### src/lspg_pkg.sv
package lspg_pkg;

   // Strip limits; register values above these saturate
   localparam int MAX_LEDS       = 64;
   localparam int MAX_HALF_WIDTH = 32;

   // Bits of play_mode
   localparam int MODE_REPEAT_BIT  = 0;
   localparam int MODE_REVERSE_BIT = 1;

   typedef enum logic [2:0] {
      CSR_NUM_LEDS     = 3'd0,
      CSR_HALF_WIDTH   = 3'd1,
      CSR_SPEED        = 3'd2,
      CSR_HIGH_COLOR   = 3'd3,
      CSR_LOW_COLOR    = 3'd4,
      CSR_PLAY_MODE    = 3'd5,
      CSR_SHAPE_SELECT = 3'd6
   } csr_index_type;

   typedef enum logic [1:0] {
      SHAPE_LINEAR    = 2'd0,
      SHAPE_QUADRATIC = 2'd1,
      SHAPE_CUBIC     = 2'd2,
      SHAPE_FLAT      = 2'd3
   } shape_type;

   typedef struct packed {
      logic [6:0]  num_leds;
      logic [5:0]  half_width;
      logic [15:0] speed;
      logic [23:0] high_color;
      logic [23:0] low_color;
      logic [1:0]  play_mode;
      logic [1:0]  shape_select;
   } cfg_type;

   localparam cfg_type CFG_RESET = '{
      num_leds:     7'd64,
      half_width:   6'd4,
      speed:        16'd2560,
      high_color:   24'hFFFFFF,
      low_color:    24'h000000,
      play_mode:    2'd1,
      shape_select: 2'd0
   };

   // One frame as handed from front to back
   typedef struct packed {
      logic              active;
      logic signed [7:0] n0;
   } frame_type;

   typedef enum logic [2:0] {
      F_IDLE,
      F_MUL_PRE,
      F_CHECK,
      F_MUL_POST,
      F_FINISH,
      F_PUSH
   } front_state_type;

   typedef enum logic [2:0] {
      B_IDLE,
      B_LED,
      B_CURVE,
      B_RATIO,
      B_NUM,
      B_DIV,
      B_EMIT
   } back_state_type;

   // Effective LED count, saturated
   function automatic logic [6:0] eff_leds(input cfg_type cfg);
      return (cfg.num_leds > 7'(MAX_LEDS)) ? 7'(MAX_LEDS) : cfg.num_leds;
   endfunction

   // Effective half width, saturated
   function automatic logic [5:0] eff_half(input cfg_type cfg);
      return (cfg.half_width > 6'(MAX_HALF_WIDTH)) ? 6'(MAX_HALF_WIDTH) : cfg.half_width;
   endfunction

endpackage

### src/lspg_front.sv
module lspg_front import lspg_pkg::*; (
   input  logic        clock,
   input  logic        reset,
   input  cfg_type     cfg,
   input  logic        req_valid,
   output logic        req_ready,
   input  logic [15:0] req_tick_time,
   input  logic        req_restart,
   output logic        push,
   output frame_type   push_data,
   input  logic        full
);

   front_state_type state_ff, state_in;
   logic [31:0]     et_ff, et_in;
   logic [15:0]     dt_ff, dt_in;
   logic [47:0]     prod_ff, prod_in;
   frame_type       frame_ff, frame_in;

   logic [6:0]  nl;
   logic [5:0]  h;
   logic [6:0]  w;
   logic [7:0]  lim;
   logic [47:0] prod_cur;
   logic [23:0] ip;
   logic        fr_nz;
   logic        pos_lt;
   logic        pos_gt;
   logic [32:0] sum;
   logic        wrap;
   logic [23:0] ipw;
   logic        frw;
   logic signed [25:0] ips, ws, nls, base, n0_ltr, n0_rtl, n0;
   logic        act;

   // Derive strip geometry and the pulse position tests
   always_comb begin
      nl       = eff_leds(cfg);
      h        = eff_half(cfg);
      w        = {h, 1'b0};
      lim      = {1'b0, nl} + {1'b0, w};
      prod_cur = et_ff * cfg.speed;
      ip       = prod_ff[47:24];
      fr_nz    = |prod_ff[23:0];
      pos_lt   = ip < {16'b0, lim};
      pos_gt   = (ip > {16'b0, lim}) || ((ip == {16'b0, lim}) && fr_nz);
      sum      = {1'b0, et_ff} + {17'b0, dt_ff};
      wrap     = cfg.play_mode[MODE_REPEAT_BIT] && pos_gt;
      ipw      = wrap ? 24'd0 : ip;
      frw      = wrap ? 1'b0 : fr_nz;
      ips      = $signed({2'b00, ipw});
      ws       = $signed({19'b0, w});
      nls      = $signed({19'b0, nl});
      // Start LED, truncated toward zero
      n0_ltr   = ips - ws + (((ipw < {17'b0, w}) && frw) ? 26'sd1 : 26'sd0);
      base     = nls - 26'sd1 - ips;
      n0_rtl   = base - ((frw && (base > 26'sd0)) ? 26'sd1 : 26'sd0);
      n0       = cfg.play_mode[MODE_REVERSE_BIT] ? n0_rtl : n0_ltr;
      act      = !(((n0 + ws) < 26'sd0) || (n0 >= nls));
   end

   // Sequence one tick transaction: check, advance, locate, hand off
   always_comb begin
      state_in  = state_ff;
      et_in     = et_ff;
      dt_in     = dt_ff;
      prod_in   = prod_ff;
      frame_in  = frame_ff;
      push      = 1'b0;
      req_ready = 1'b0;
      case (state_ff)
         F_IDLE: begin
            req_ready = 1'b1;
            if (req_valid) begin
               dt_in = req_tick_time;
               if (req_restart) begin
                  et_in = 32'd0;
               end
               state_in = F_MUL_PRE;
            end
         end
         F_MUL_PRE: begin
            prod_in  = prod_cur;
            state_in = F_CHECK;
         end
         F_CHECK: begin
            if (pos_lt) begin
               et_in    = sum[32] ? 32'hFFFF_FFFF : sum[31:0];
               state_in = F_MUL_POST;
            end else begin
               frame_in.active = 1'b0;
               frame_in.n0     = 8'sd0;
               state_in        = F_PUSH;
            end
         end
         F_MUL_POST: begin
            prod_in  = prod_cur;
            state_in = F_FINISH;
         end
         F_FINISH: begin
            if (wrap) begin
               et_in = 32'd0;
            end
            frame_in.active = act;
            frame_in.n0     = n0[7:0];
            state_in        = F_PUSH;
         end
         F_PUSH: begin
            // Drop the frame when the strip is empty
            if (nl == 7'd0) begin
               state_in = F_IDLE;
            end else if (!full) begin
               push     = 1'b1;
               state_in = F_IDLE;
            end
         end
         default: begin
            state_in = F_IDLE;
         end
      endcase
   end

   assign push_data = frame_ff;

   always_ff @(posedge clock) begin
      if (reset) begin
         state_ff <= F_IDLE;
         et_ff    <= 32'hFFFF_FFFF;
      end else begin
         state_ff <= state_in;
         et_ff    <= et_in;
      end
   end

   always_ff @(posedge clock) begin
      dt_ff    <= dt_in;
      prod_ff  <= prod_in;
      frame_ff <= frame_in;
   end

endmodule

### src/lspg_queue.sv
module lspg_queue import lspg_pkg::*; #(
   parameter int DEPTH = 2
) (
   input  logic      clock,
   input  logic      reset,
   input  logic      push,
   input  frame_type push_data,
   output logic      full,
   input  logic      pop,
   output frame_type pop_data,
   output logic      empty
);

   localparam int AW = (DEPTH > 1) ? $clog2(DEPTH) : 1;
   localparam int CW = $clog2(DEPTH + 1);

   frame_type       mem_ff [DEPTH];
   logic [AW-1:0]   wr_ptr_ff, wr_ptr_in;
   logic [AW-1:0]   rd_ptr_ff, rd_ptr_in;
   logic [CW-1:0]   count_ff, count_in;

   assign full     = (count_ff == CW'(DEPTH));
   assign empty    = (count_ff == '0);
   assign pop_data = mem_ff[rd_ptr_ff];

   // Advance pointers and occupancy
   always_comb begin
      wr_ptr_in = wr_ptr_ff;
      rd_ptr_in = rd_ptr_ff;
      count_in  = count_ff;
      if (push) begin
         wr_ptr_in = (wr_ptr_ff == AW'(DEPTH - 1)) ? '0 : wr_ptr_ff + 1'b1;
      end
      if (pop) begin
         rd_ptr_in = (rd_ptr_ff == AW'(DEPTH - 1)) ? '0 : rd_ptr_ff + 1'b1;
      end
      if (push && !pop) begin
         count_in = count_ff + 1'b1;
      end else if (pop && !push) begin
         count_in = count_ff - 1'b1;
      end
   end

   always_ff @(posedge clock) begin
      if (reset) begin
         wr_ptr_ff <= '0;
         rd_ptr_ff <= '0;
         count_ff  <= '0;
      end else begin
         wr_ptr_ff <= wr_ptr_in;
         rd_ptr_ff <= rd_ptr_in;
         count_ff  <= count_in;
      end
   end

   // Store the pushed frame
   always_ff @(posedge clock) begin
      if (push) begin
         mem_ff[wr_ptr_ff] <= push_data;
      end
   end

   a_push_not_full: assert property (@(posedge clock) disable iff (reset)
      push |-> !full)
      else $error("frame pushed into a full queue");

   a_pop_not_empty: assert property (@(posedge clock) disable iff (reset)
      pop |-> !empty)
      else $error("frame popped from an empty queue");

   a_count_bound: assert property (@(posedge clock) disable iff (reset)
      count_ff <= CW'(DEPTH))
      else $error("queue occupancy beyond depth");

endmodule

### src/lspg_back.sv
module lspg_back import lspg_pkg::*; (
   input  logic        clock,
   input  logic        reset,
   input  cfg_type     cfg,
   input  logic        empty,
   input  frame_type   head,
   output logic        pop,
   output logic        rsp_valid,
   input  logic        rsp_ready,
   output logic [5:0]  rsp_led_index,
   output logic [7:0]  rsp_red,
   output logic [7:0]  rsp_green,
   output logic [7:0]  rsp_blue,
   output logic        rsp_last
);

   back_state_type    state_ff, state_in;
   logic [5:0]        n_ff, n_in;
   logic signed [7:0] n0_ff, n0_in;
   logic              active_ff, active_in;
   logic [5:0]        a_ff, a_in;
   logic [10:0]       aa_ff, aa_in;
   logic [10:0]       hh_ff, hh_in;
   logic [6:0]        t2_ff, t2_in;
   logic [6:0]        t3_ff, t3_in;
   logic [15:0]       yn_ff, yn_in;
   logic [15:0]       yd_ff, yd_in;
   logic [23:0]       rem_ff [3];
   logic [23:0]       rem_in [3];
   logic [7:0]        q_ff [3];
   logic [7:0]        q_in [3];
   logic [1:0]        div_cnt_ff, div_cnt_in;
   logic [7:0]        color_ff [3];
   logic [7:0]        color_in [3];
   logic              rsp_valid_ff, rsp_valid_in;
   logic [5:0]        rsp_led_index_ff, rsp_led_index_in;
   logic [7:0]        rsp_red_ff, rsp_red_in;
   logic [7:0]        rsp_green_ff, rsp_green_in;
   logic [7:0]        rsp_blue_ff, rsp_blue_in;
   logic              rsp_last_ff, rsp_last_in;

   logic [6:0]        nl;
   logic [5:0]        h;
   logic [6:0]        w;
   logic [5:0]        nl_m1;
   logic signed [8:0] k;
   logic [6:0]        kk;
   logic              in_win;
   logic [5:0]        a_next;
   logic              free;
   logic [7:0]        lo_ch [3];
   logic [7:0]        hi_ch [3];
   logic [2:0]        sh_hi, sh_lo;
   logic [23:0]       d_hi, d_lo;
   logic [23:0]       rem_mid [3];
   logic [23:0]       rem_step [3];
   logic [7:0]        q_step [3];
   logic              bit_hi [3];
   logic              bit_lo [3];
   logic [15:0]       yc;

   assign lo_ch[0] = cfg.low_color[23:16];
   assign lo_ch[1] = cfg.low_color[15:8];
   assign lo_ch[2] = cfg.low_color[7:0];
   assign hi_ch[0] = cfg.high_color[23:16];
   assign hi_ch[1] = cfg.high_color[15:8];
   assign hi_ch[2] = cfg.high_color[7:0];

   // Place the current LED against the pulse window
   always_comb begin
      nl     = eff_leds(cfg);
      h      = eff_half(cfg);
      w      = {h, 1'b0};
      nl_m1  = 6'(nl - 7'd1);
      k      = $signed({3'b000, n_ff}) - $signed({n0_ff[7], n0_ff});
      kk     = k[6:0];
      in_win = active_ff && (cfg.shape_select != SHAPE_FLAT) && !k[8]
               && (k < $signed({2'b00, w}));
      a_next = (kk < {1'b0, h}) ? 6'(kk + 7'd1) : 6'(w - 7'd1 - kk);
      free   = !rsp_valid_ff || rsp_ready;
      yc     = yd_ff - yn_ff;
   end

   // Two quotient bits per cycle for all three channels
   always_comb begin
      sh_hi = {~div_cnt_ff, 1'b1};
      sh_lo = {~div_cnt_ff, 1'b0};
      d_hi  = {8'b0, yd_ff} << sh_hi;
      d_lo  = {8'b0, yd_ff} << sh_lo;
      for (int c = 0; c < 3; c++) begin
         bit_hi[c]   = rem_ff[c] >= d_hi;
         rem_mid[c]  = bit_hi[c] ? rem_ff[c] - d_hi : rem_ff[c];
         bit_lo[c]   = rem_mid[c] >= d_lo;
         rem_step[c] = bit_lo[c] ? rem_mid[c] - d_lo : rem_mid[c];
         q_step[c]   = q_ff[c] | ({7'b0, bit_hi[c]} << sh_hi)
                       | ({7'b0, bit_lo[c]} << sh_lo);
      end
   end

   // Walk the LEDs of one frame
   always_comb begin
      state_in         = state_ff;
      n_in             = n_ff;
      n0_in            = n0_ff;
      active_in        = active_ff;
      a_in             = a_ff;
      aa_in            = aa_ff;
      hh_in            = hh_ff;
      t2_in            = t2_ff;
      t3_in            = t3_ff;
      yn_in            = yn_ff;
      yd_in            = yd_ff;
      rem_in           = rem_ff;
      q_in             = q_ff;
      div_cnt_in       = div_cnt_ff;
      color_in         = color_ff;
      pop              = 1'b0;
      rsp_valid_in     = rsp_valid_ff && !rsp_ready;
      rsp_led_index_in = rsp_led_index_ff;
      rsp_red_in       = rsp_red_ff;
      rsp_green_in     = rsp_green_ff;
      rsp_blue_in      = rsp_blue_ff;
      rsp_last_in      = rsp_last_ff;
      case (state_ff)
         B_IDLE: begin
            if (!empty) begin
               pop       = 1'b1;
               n_in      = 6'd0;
               n0_in     = head.n0;
               active_in = head.active;
               state_in  = B_LED;
            end
         end
         B_LED: begin
            if (in_win) begin
               a_in     = a_next;
               state_in = B_CURVE;
            end else begin
               color_in = lo_ch;
               state_in = B_EMIT;
            end
         end
         B_CURVE: begin
            aa_in    = {5'b0, a_ff} * {5'b0, a_ff};
            hh_in    = {5'b0, h} * {5'b0, h};
            t2_in    = w - {1'b0, a_ff};
            t3_in    = {1'b0, h} + w - {a_ff, 1'b0};
            state_in = B_RATIO;
         end
         B_RATIO: begin
            case (cfg.shape_select)
               SHAPE_LINEAR: begin
                  yn_in = {10'b0, a_ff};
                  yd_in = {10'b0, h};
               end
               SHAPE_QUADRATIC: begin
                  yn_in = {9'b0, t2_ff} * {10'b0, a_ff};
                  yd_in = {5'b0, hh_ff};
               end
               SHAPE_CUBIC: begin
                  yn_in = {5'b0, aa_ff} * {9'b0, t3_ff};
                  yd_in = {5'b0, hh_ff} * {10'b0, h};
               end
               default: begin
                  yn_in = 16'd0;
                  yd_in = 16'd1;
               end
            endcase
            state_in = B_NUM;
         end
         B_NUM: begin
            // Weighted sum of both colors, divided by yd afterwards
            for (int c = 0; c < 3; c++) begin
               rem_in[c] = ({16'b0, lo_ch[c]} * {8'b0, yc})
                           + ({16'b0, hi_ch[c]} * {8'b0, yn_ff});
               q_in[c]   = 8'd0;
            end
            div_cnt_in = 2'd0;
            state_in   = B_DIV;
         end
         B_DIV: begin
            rem_in     = rem_step;
            q_in       = q_step;
            div_cnt_in = div_cnt_ff + 2'd1;
            if (div_cnt_ff == 2'd3) begin
               color_in = q_step;
               state_in = B_EMIT;
            end
         end
         B_EMIT: begin
            // Load the output register once the receiver has room
            if (free) begin
               rsp_valid_in     = 1'b1;
               rsp_led_index_in = n_ff;
               rsp_red_in       = color_ff[0];
               rsp_green_in     = color_ff[1];
               rsp_blue_in      = color_ff[2];
               rsp_last_in      = (n_ff == nl_m1);
               if (n_ff == nl_m1) begin
                  state_in = B_IDLE;
               end else begin
                  n_in     = n_ff + 6'd1;
                  state_in = B_LED;
               end
            end
         end
         default: begin
            state_in = B_IDLE;
         end
      endcase
   end

   always_ff @(posedge clock) begin
      if (reset) begin
         state_ff     <= B_IDLE;
         rsp_valid_ff <= 1'b0;
      end else begin
         state_ff     <= state_in;
         rsp_valid_ff <= rsp_valid_in;
      end
   end

   always_ff @(posedge clock) begin
      n_ff             <= n_in;
      n0_ff            <= n0_in;
      active_ff        <= active_in;
      a_ff             <= a_in;
      aa_ff            <= aa_in;
      hh_ff            <= hh_in;
      t2_ff            <= t2_in;
      t3_ff            <= t3_in;
      yn_ff            <= yn_in;
      yd_ff            <= yd_in;
      rem_ff           <= rem_in;
      q_ff             <= q_in;
      div_cnt_ff       <= div_cnt_in;
      color_ff         <= color_in;
      rsp_led_index_ff <= rsp_led_index_in;
      rsp_red_ff       <= rsp_red_in;
      rsp_green_ff     <= rsp_green_in;
      rsp_blue_ff      <= rsp_blue_in;
      rsp_last_ff      <= rsp_last_in;
   end

   assign rsp_valid     = rsp_valid_ff;
   assign rsp_led_index = rsp_led_index_ff;
   assign rsp_red       = rsp_red_ff;
   assign rsp_green     = rsp_green_ff;
   assign rsp_blue      = rsp_blue_ff;
   assign rsp_last      = rsp_last_ff;

endmodule

### src/led_strip_pulse_generator.sv
// Traveling pulse generator for an LED strip of up to 64 LEDs.
// req_ channel: one transaction per frame tick, carrying the tick duration
// (seconds, Q0.16) and a restart flag that starts the pulse from time zero.
// rsp_ channel: for every tick, one transaction per LED in index order,
// with its 8-bit red, green and blue and a last flag on the final LED.
// csr_ channel: register writes (index, data), always ready; write only
// while no frame is in flight.
// Each tick passes the front end's states in order: accept, multiply,
// check the pulse position, and, while the pulse is still on the strip,
// advance time, multiply again and locate the start LED; the frame is
// then pushed into the queue. The back end pops a frame and per LED tests
// the pulse window; an LED inside it goes through the curve multiplies,
// the shape ratio and the 2-bit-per-cycle color divider before it is
// emitted. The front end takes a new tick only once it has pushed the last
// frame, as long as the frame queue between front and back has room.
// Reset: registers take their defaults and the pulse is idle (all LEDs
// show the background color) until a tick with restart arrives.
// A stalled receiver holds the current LED in the output register; the
// back end waits, then the queue fills, then req_ready drops.
module led_strip_pulse_generator import lspg_pkg::*; #(
   parameter int QUEUE_DEPTH = 2
) (
   input  logic        clock,
   input  logic        reset,
   input  logic        req_valid,
   output logic        req_ready,
   input  logic [15:0] req_tick_time,
   input  logic        req_restart,
   output logic        rsp_valid,
   input  logic        rsp_ready,
   output logic [5:0]  rsp_led_index,
   output logic [7:0]  rsp_red,
   output logic [7:0]  rsp_green,
   output logic [7:0]  rsp_blue,
   output logic        rsp_last,
   input  logic        csr_valid,
   output logic        csr_ready,
   input  logic [2:0]  csr_index,
   input  logic [23:0] csr_data
);

   cfg_type   cfg_ff, cfg_in;
   logic      push;
   frame_type push_data;
   logic      full;
   logic      pop;
   frame_type pop_data;
   logic      empty;

   assign csr_ready = 1'b1;

   // Decode register writes
   always_comb begin
      cfg_in = cfg_ff;
      if (csr_valid) begin
         case (csr_index)
            CSR_NUM_LEDS:     cfg_in.num_leds     = csr_data[6:0];
            CSR_HALF_WIDTH:   cfg_in.half_width   = csr_data[5:0];
            CSR_SPEED:        cfg_in.speed        = csr_data[15:0];
            CSR_HIGH_COLOR:   cfg_in.high_color   = csr_data[23:0];
            CSR_LOW_COLOR:    cfg_in.low_color    = csr_data[23:0];
            CSR_PLAY_MODE:    cfg_in.play_mode    = csr_data[1:0];
            CSR_SHAPE_SELECT: cfg_in.shape_select = csr_data[1:0];
            default: begin
               cfg_in = cfg_ff;
            end
         endcase
      end
   end

   always_ff @(posedge clock) begin
      if (reset) begin
         cfg_ff <= CFG_RESET;
      end else begin
         cfg_ff <= cfg_in;
      end
   end

   lspg_front u_front (
      .clock         (clock),
      .reset         (reset),
      .cfg           (cfg_ff),
      .req_valid     (req_valid),
      .req_ready     (req_ready),
      .req_tick_time (req_tick_time),
      .req_restart   (req_restart),
      .push          (push),
      .push_data     (push_data),
      .full          (full)
   );

   lspg_queue #(
      .DEPTH (QUEUE_DEPTH)
   ) u_queue (
      .clock     (clock),
      .reset     (reset),
      .push      (push),
      .push_data (push_data),
      .full      (full),
      .pop       (pop),
      .pop_data  (pop_data),
      .empty     (empty)
   );

   lspg_back u_back (
      .clock         (clock),
      .reset         (reset),
      .cfg           (cfg_ff),
      .empty         (empty),
      .head          (pop_data),
      .pop           (pop),
      .rsp_valid     (rsp_valid),
      .rsp_ready     (rsp_ready),
      .rsp_led_index (rsp_led_index),
      .rsp_red       (rsp_red),
      .rsp_green     (rsp_green),
      .rsp_blue      (rsp_blue),
      .rsp_last      (rsp_last)
   );

endmodule
### config.mk
export PLATFORM = sky130hd
export DESIGN_NAME = led_strip_pulse_generator
export DESIGN_NICKNAME = d
export VERILOG_FILES = /design/src/lspg_pkg.sv /design/src/lspg_front.sv /design/src/lspg_queue.sv /design/src/lspg_back.sv /design/src/led_strip_pulse_generator.sv
export SDC_FILE = /design/constraint.sdc
export NUM_CORES = 2
export LEC_CHECK = 0
export BUFFER_PORTS_ARGS = -buffer_cell sky130_fd_sc_hd__buf_4
export CORE_ASPECT_RATIO = 1.1
export CORE_MARGIN = 10
export CORE_UTILIZATION = 55
export DETAILED_ROUTE_END_ITERATION = 10
export PLACE_DENSITY = 0.82
export RECOVER_POWER = 100
export SKIP_CTS_REPAIR_TIMING = 1
export SYNTH_ARGS = -nofsm -noshare
export SYNTH_HDL_FRONTEND = slang
export SYNTH_SLANG_ARGS = --single-unit
### constraint.sdc
create_clock -name clock -period 14.35 [get_ports clock]
set_clock_uncertainty 0.1 [all_clocks]
set_input_delay 4.305 -clock clock [delete_from_list [all_inputs] [get_ports clock]]
set_output_delay 4.305 -clock clock [all_outputs]
set_load 0.01 [all_outputs]
Yosys cells after proc, flatten, opt, wreduce, memory -nomap -nowiden

Memory sizes are Yosys's and may differ from the RTL's. A register that Yosys moved wholly into a read port is not among the register bits.
Index checks and enable logic that the tools add are counted.

Bits of input ports: 49
Bits in writable memories: 18
Output and inout port bits: 34
Register bits: 430
Word-level logic and storage cells: 262
Memories: 1

Shift operators: 8
Multipliers: 12
Reductions and logical operators: 50
Eq/ne operators: 35
$add $sub $neg: 32
Bitwise logic cells: 8
Muxes and demuxes: 59
Order comparisons: 16

Memory list:

| name           | words | bits a word | read ports | clocked after Yosys merged registers in | write ports | RTL line         | source |
|---|---|---|---|---|---|---|---|
| u_queue.mem_ff | 2     | 9           | 1          | 1                                       | 1           | lspg_queue.sv:17 | `frame_type mem_ff [DEPTH];` |

Operators with widths:

| kind                                                         | count |
|---|---|
| two-way mux 24 bit                                           | 9 |
| two-way mux 32 bit                                           | 5 |
| >= comparator 24 bit                                         | 6 |
| multiplier 8 x 16 -> 24 bit                                  | 6 |
| case mux 72 bit (2 select lines)                             | 1 |
| subtractor 24 bit                                            | 6 |
| case mux 16 bit (3 select lines)                             | 2 |
| case mux 24 bit (2 select lines)                             | 2 |
| case mux 32 bit (3 select lines)                             | 1 |
| adder 24 bit                                                 | 3 |
| multiplier 32 x 16 -> 48 bit                                 | 1 |
| bitwise OR 8 bit                                             | 6 |
| left shift 1 x 3 -> 8 bit                                    | 6 |
| left shift 16 x 3 -> 24 bit                                  | 2 |
| adder 32 x 16 -> 33 bit                                      | 1 |
| two-way mux 6 bit                                            | 5 |
| adder 26 bit                                                 | 1 |
| adder 26 x 8 -> 26 bit                                       | 1 |
| >= comparator 26 x 8 -> 1 bit                                | 1 |
| > comparator 26 x 1 -> 1 bit (second input constant)         | 1 |
| less-than comparator 26 x 1 -> 1 bit (second input constant) | 1 |
| two-way mux 26 bit                                           | 1 |
| AND reduction 2 bit                                          | 13 |
| subtractor 26 x 25 -> 26 bit                                 | 1 |
| other kinds (61)                                             | 138 |

Depth between registers and ports, before layout

Depth in word-level cells: 19
Gate-level depth with buffers: 51
Mapped depth without buffers: 49

Modules after synthesis

A second synthesis with hierarchy kept.

Cell total of the unflattened synthesis: 9037
Area total of the unflattened synthesis: 79442.4 um^2

Modules (own cells, without submodules):

| module                    | seq. area each (um^2) | cells an instance | area each (um^2) | instances |
|---|---|---|---|---|
| lspg_back                 | 7226.9                | 5734              | 50045.5          | 1 |
| lspg_front                | 2892.8                | 2927              | 25207.9          | 1 |
| led_strip_pulse_generator | 1621.6                | 326               | 3334.4           | 1 |
| lspg_queue                | 640.6                 | 50                | 854.6            | 1 |

Least setup slack after synthesis

No wires, ideal clock.

Kind: flip-flop to flip-flop
Start point: register cfg_ff[73] in the netlist's numbering
End point: register u_front.frame_ff (netlist bit u_front.push_data[8]), data pin
Path buffers: 5
Setup time: 145 ps
Path slack: 4027 ps
Cell stages (with the launch flop): 50
Required time: 14105 ps
Data arrival time: 10078 ps
Period minus slack after synthesis: 10323 ps
Cell sequence: dfxtp_1 -> clkbuf_1 -> nor2b_1 -> clkbuf_1 -> ha_1 -> inv_1 -> fa_1 -> inv_1 -> a21oi_1 -> o21bai_1 -> a21o_1 -> a21oi_1 -> ha_1 -> and4_1 -> and4_1 -> a21oi_1 -> a21boi_2 -> buf_2 -> [14 not listed] -> nor3_1 -> a31oi_1 -> ha_1 -> ha_1 -> nand3b_1 -> and3b_1 -> xor2_1 -> o21ai_0 -> ha_1 -> nor2b_1 -> o21ai_0 -> nand2b_1 -> a2111oi_0 -> o211ai_1 -> nor4_1 -> and4_1 -> nand4_1 -> o21ai_1

Cells in the longest elaborated chain, start to end: 19
Elaborated cells on any way between the ends: 27
Classes of those cells: 6 x add/sub; 6 x order compare; 1 x eq/ne; 7 x mux; 7 x reduce/logical

Ends and longest elaborated chain:

| item                                                                                  | RTL line                        | source |
|---|---|---|
| start, declared                                                                       | led_strip_pulse_generator.sv:42 | `cfg_type cfg_ff, cfg_in;` |
| start signal, assigned                                                                | led_strip_pulse_generator.sv:75 | `cfg_ff <= cfg_in;` |
| > comparator 6 bit (*)                                                                | n/a                             |  |
| two-way mux 6 bit (*)                                                                 | n/a                             |  |
| net u_back.h[0]                                                                       | lspg_back.sv:43                 | `logic [5:0] h;` |
| parallel branches: the longest is 11 deep, another holds subtractor 26 x 25 -> 26 bit | n/a                             |  |
| two-way mux 26 bit (*)                                                                | lspg_front.sv:58                | `n0 = cfg.play_mode[MODE_REVERSE_BIT] ? n0_rtl : n0_ltr;` |
| net u_front.n0[4]                                                                     | lspg_front.sv:33                | `logic signed [25:0] ips, ws, nls, base, n0_ltr, n0_rtl, n0;` |
| adder 26 x 8 -> 26 bit                                                                | lspg_front.sv:59                | `act = !(((n0 + ws) < 26'sd0) \|\| (n0 >= nls));` |
| less-than comparator 26 x 1 -> 1 bit                                                  | lspg_front.sv:59                |  |
| logical OR 1 bit (*)                                                                  | lspg_front.sv:59                |  |
| logical NOT 1 bit (*)                                                                 | lspg_front.sv:59                |  |
| case mux 9 bit (2 select lines) (*)                                                   | lspg_front.sv:71                | `case (state_ff)` |
| end signal, assigned                                                                  | lspg_front.sv:138               | `frame_ff <= frame_in;` |
| end, declared                                                                         | lspg_front.sv:18                | `frame_type frame_ff, frame_in;` |

Mark *: on every way through the listed nets, which the timed path passes.
A chain may end at the register's enable or synchronous reset.

Worst setup path after layout

Start point: register cfg_ff[73] in the netlist's numbering
End point: register u_front.frame_ff (netlist bit u_front.push_data[8]), data pin

Cells in the longest elaborated chain, start to end: 19
Elaborated cells on any way between the ends: 27
Classes of those cells: 6 x add/sub; 6 x order compare; 1 x eq/ne; 7 x mux; 7 x reduce/logical

Ends and longest elaborated chain:

| item                                                                                  | RTL line         | source |
|---|---|---|
| > comparator 6 bit                                                                    | lspg_pkg.sv:80   | `return (cfg.half_width > 6'(MAX_HALF_WIDTH)) ? 6'(MAX_HALF_WIDTH) : cfg.half_width;` |
| two-way mux 6 bit (*)                                                                 | lspg_pkg.sv:80   |  |
| parallel branches: the longest is 11 deep, another holds subtractor 26 x 25 -> 26 bit | n/a              |  |
| two-way mux 26 bit (*)                                                                | lspg_front.sv:58 |  |
| net u_front.n0[4]                                                                     | lspg_front.sv:33 |  |
| adder 26 x 8 -> 26 bit                                                                | lspg_front.sv:59 |  |
| less-than comparator 26 x 1 -> 1 bit                                                  | lspg_front.sv:59 |  |
| logical OR 1 bit (*)                                                                  | lspg_front.sv:59 |  |
| logical NOT 1 bit (*)                                                                 | lspg_front.sv:59 |  |
| case mux 9 bit (2 select lines) (*)                                                   | lspg_front.sv:71 |  |

Marks and branches as above.

==> out/summary.txt <==
Xor/xnor share of the synthesized area = 4.074%
I/O Buffers = 81
Largest family of logic cells by synthesized area = adder cells
Fin nets = 10,592
Seq cells post-synth = 453
Sw frac = 53.20%
Slowest stage delay, CP = 740 ps
Most frequent CP cell = ha_1
Post-synthesis simple-gate area fraction = 18.32%
DPL Wire Length = 170.1 mm
WHS = 319.9 ps
Total grt overflow = 0
Tcrit/Tclk final = 88.04%
Status = finished, violations left
Die Ht = 413.8 um
WP data arrival = 13,050 ps
Iter 0 DRT Violations = 5,453
Synthesized instance count = 8,809
Clk pwr share = 7.0%
Seq pwr share = 12.0%
Post-DR wirelength/cell = 20.67 um
Slowest-stage cell, CP = clkbuf_1
Die Wd = 378.0 um
Min-delay worst type = reg -> reg
Sequential fraction of the synthesis area = 15.94%
Fin. max-slew vios = 577
Leading post-synthesis cells by cell area = fa_1 30%, edfxtp_1 13%, ha_1 11%, nand2_1 6.8%, inv_1 6.5%
Root Driver = clkbuf_16
Worst-path fanout max = 18
Antenna Violating Nets Remaining = 0
Sequential cell area = 12,360 um2
Fin crit period = 12,630 ps
Worst setup EP type = flip-flop
Post-route DRC violation count = 0
Total CTS buffers = 56
Slew headroom = -200.6%
CTS Buffer Depth = 3
P_int = 9.954 mW
Post-synthesis async set-or-reset flop share = 0%
Worst Path Buf+Inv = 4
Pwr/cell area = 260.0 nW/um2
Combinational share of power = 81.0%
Worst endpoint required time = 14,770 ps
Top delay family on crit path = compound AO/OA/AOI/OAI gates
Post-synth EDFFs = 329
Gr usage total = 27.85%
Net switching power = 11.32 mW
Failing checks = max-capacitance violations, max-slew violations
Die ar. = 156,400 um2
Mux contribution to synthesized area = 1.257%
Least-Margin Pin Slew = 4509 ps
Critical path type = reg -> reg
Adder-cell share of the synthesized area = 41.15%
Worst skew pair latency = 700 ps
Count of cell types in the netlist = 116
# rows = 144
Initial Util = 55.33%
Startpoint Class = flip-flop
Total negative slack = 0 ps
Final setup violating endpoints = 0
Synth top area share = 29.99%
TritonCTS clock tree = yes
DR pass1 iterations = 8
Largest net degree at the start of global routing = 92
H-tree Lvls = 2
Main synth FF type = edfxtp_1
Gpl congestion = 0.9491
Via density = 5.975
Initial antenna violation count = 13
IO Count = 83
Mapped Area = 77,550 um2
Leakage = 37.43 nW
Compound-cell area share of the yosys netlist = 10.72%
Vias post-DR = 63,170
Setup repair after global routing missed its margin = no
YS warnings = 0
Overall Power = 21.27 mW
Area Overhead vs Synth = 5.493%
WL final = 218.6 mm
Post-Syn Area per Cell = 8.804 um2
Final hold violation count = 0
Leading area contributor after synthesis = fa_1
CTS clk-pin slew, worst paths = 70 ps
# fillers = 11,792
Multi-input logic area = 58,670 um2
Worst-case vdd ir drop = 0.0003438 V
Share of cells above drive strength 1 = 4.428%
Clk sinks = 453
First-pass GRT wire length = 348.7 mm
Core area = 140,200 um2
Max_cap viols = 16
Fmax = 0.07915 GHz
Most frequent cells after synthesis = 1,400 x nand2_1, 1,344 x inv_1, 1,162 x fa_1
Vias in the first global route = 65,672
Top-count cell post-synth = nand2_1
## routing by layer
layer  share of wire (%)  up-vias  track usage [%]
met3                 9.3      749            5.824
met2                  48     3040            47.31
met4                 6.0       16            14.30
met5               0.044        -                0
li1                    -    28107                -
met1                  37    31258            33.28
## worst reg2reg max path, delay by kind of cell, from the launching register on
family / cells / cell delay, ps
compound gates: 14 / 3930
xor+xnor: 2 / 280
fa+ha+maj: 9 / 2950
buf+inv: 4 / 1690
flops: 1 / 550
simple gates: 15 / 2950
## logic make-up after synthesis
kind of cell	Yosys count
other cells	2
compound gates	1314
flops	453
fa+ha+maj	1854
mux	94
simple gates	2976
xor+xnor	359
buf+inv	1757
## stage by stage
| step | cell area (um2) | util [%] | setup WS (ps) | std cells |
|---|---|---|---|---|
| finish | 81810 | 58.37 | 1716 | 10572 |
| global route | 81800 | 58.36 | 1016 | 10568 |
| CTS | 82090 | 58.56 | 2741 | 10565 |
| detailed placement | 80150 | 57.18 | 2804 | 10459 |
| global placement | 80150 | 57.18 | 2973 | 10459 |
| floorplan | 77570 | - | 4027 | 8813 |
## registers in the layout, indices dropped and copies added (netlist names), 18 cells and up
| signal | flops |
|---|---|
| cfg_ff | 81 |
| u_back.rem_ff | 72 |
| u_front.prod_ff | 48 |
| u_front.et_ff | 32 |
| u_back.color_ff | 24 |
| u_back.q_ff | 24 |
| u_queue.mem_ff | 18 |
## placed cells by master (no fill, tap or decap), types with 61 or more instances in the layout
cell type,instances
a21o_1,127
a21oi_1,425
and2_1,486
buf_4,154
clkbuf_1,67
clkbuf_16,61
dfxtp_1,123
edfxtp_1,329
fa_1,1162
ha_1,689
inv_1,1344
mux2i_1,67
nand2_1,1400
nand2b_1,67
nand3_1,112
nor2_1,366
nor2b_1,97
nor3_1,117
o21ai_0,287
xnor2_1,238
xor2_1,112
## power groups by stage
| stage | logic (mW) | clock network [mW] | registers [mW] |
|---|---|---|---|
| global placement | 16.3 | 0 | 2.53 |
| global route | 19.1 | 1.56 | 2.57 |
| finish | 17.2 | 1.49 | 2.54 |
| floorplan | 12.5 | 0 | 2.38 |
| detailed placement | 16.9 | 0 | 2.54 |
| CTS | 17.0 | 1.51 | 2.52 |
## final timing paths
path / start / end / slack (ps) / depth (start not counted)
max: cfg_ff[73] / u_front.push_data[8] / 1720 / 44
min: u_back.color_ff[20] / u_back.rsp_red[4] / 320 / 0
max reg2reg: cfg_ff[73] / u_front.push_data[8] / 1720 / 44
min reg2reg: u_back.color_ff[20] / u_back.rsp_red[4] / 320 / 0
## final cells by class
type	instances	area share (%)
clock buffer	71	1.958
sequential	453	15.11
clock inverter	35	0.4022
tap	1825	2.791
timing repair buffer	230	1.826
multi-input combinational	6603	71.70
inverter	1348	6.186
antenna	7	0.02141
No activity file was read; power rests on OpenSTA's default activity.
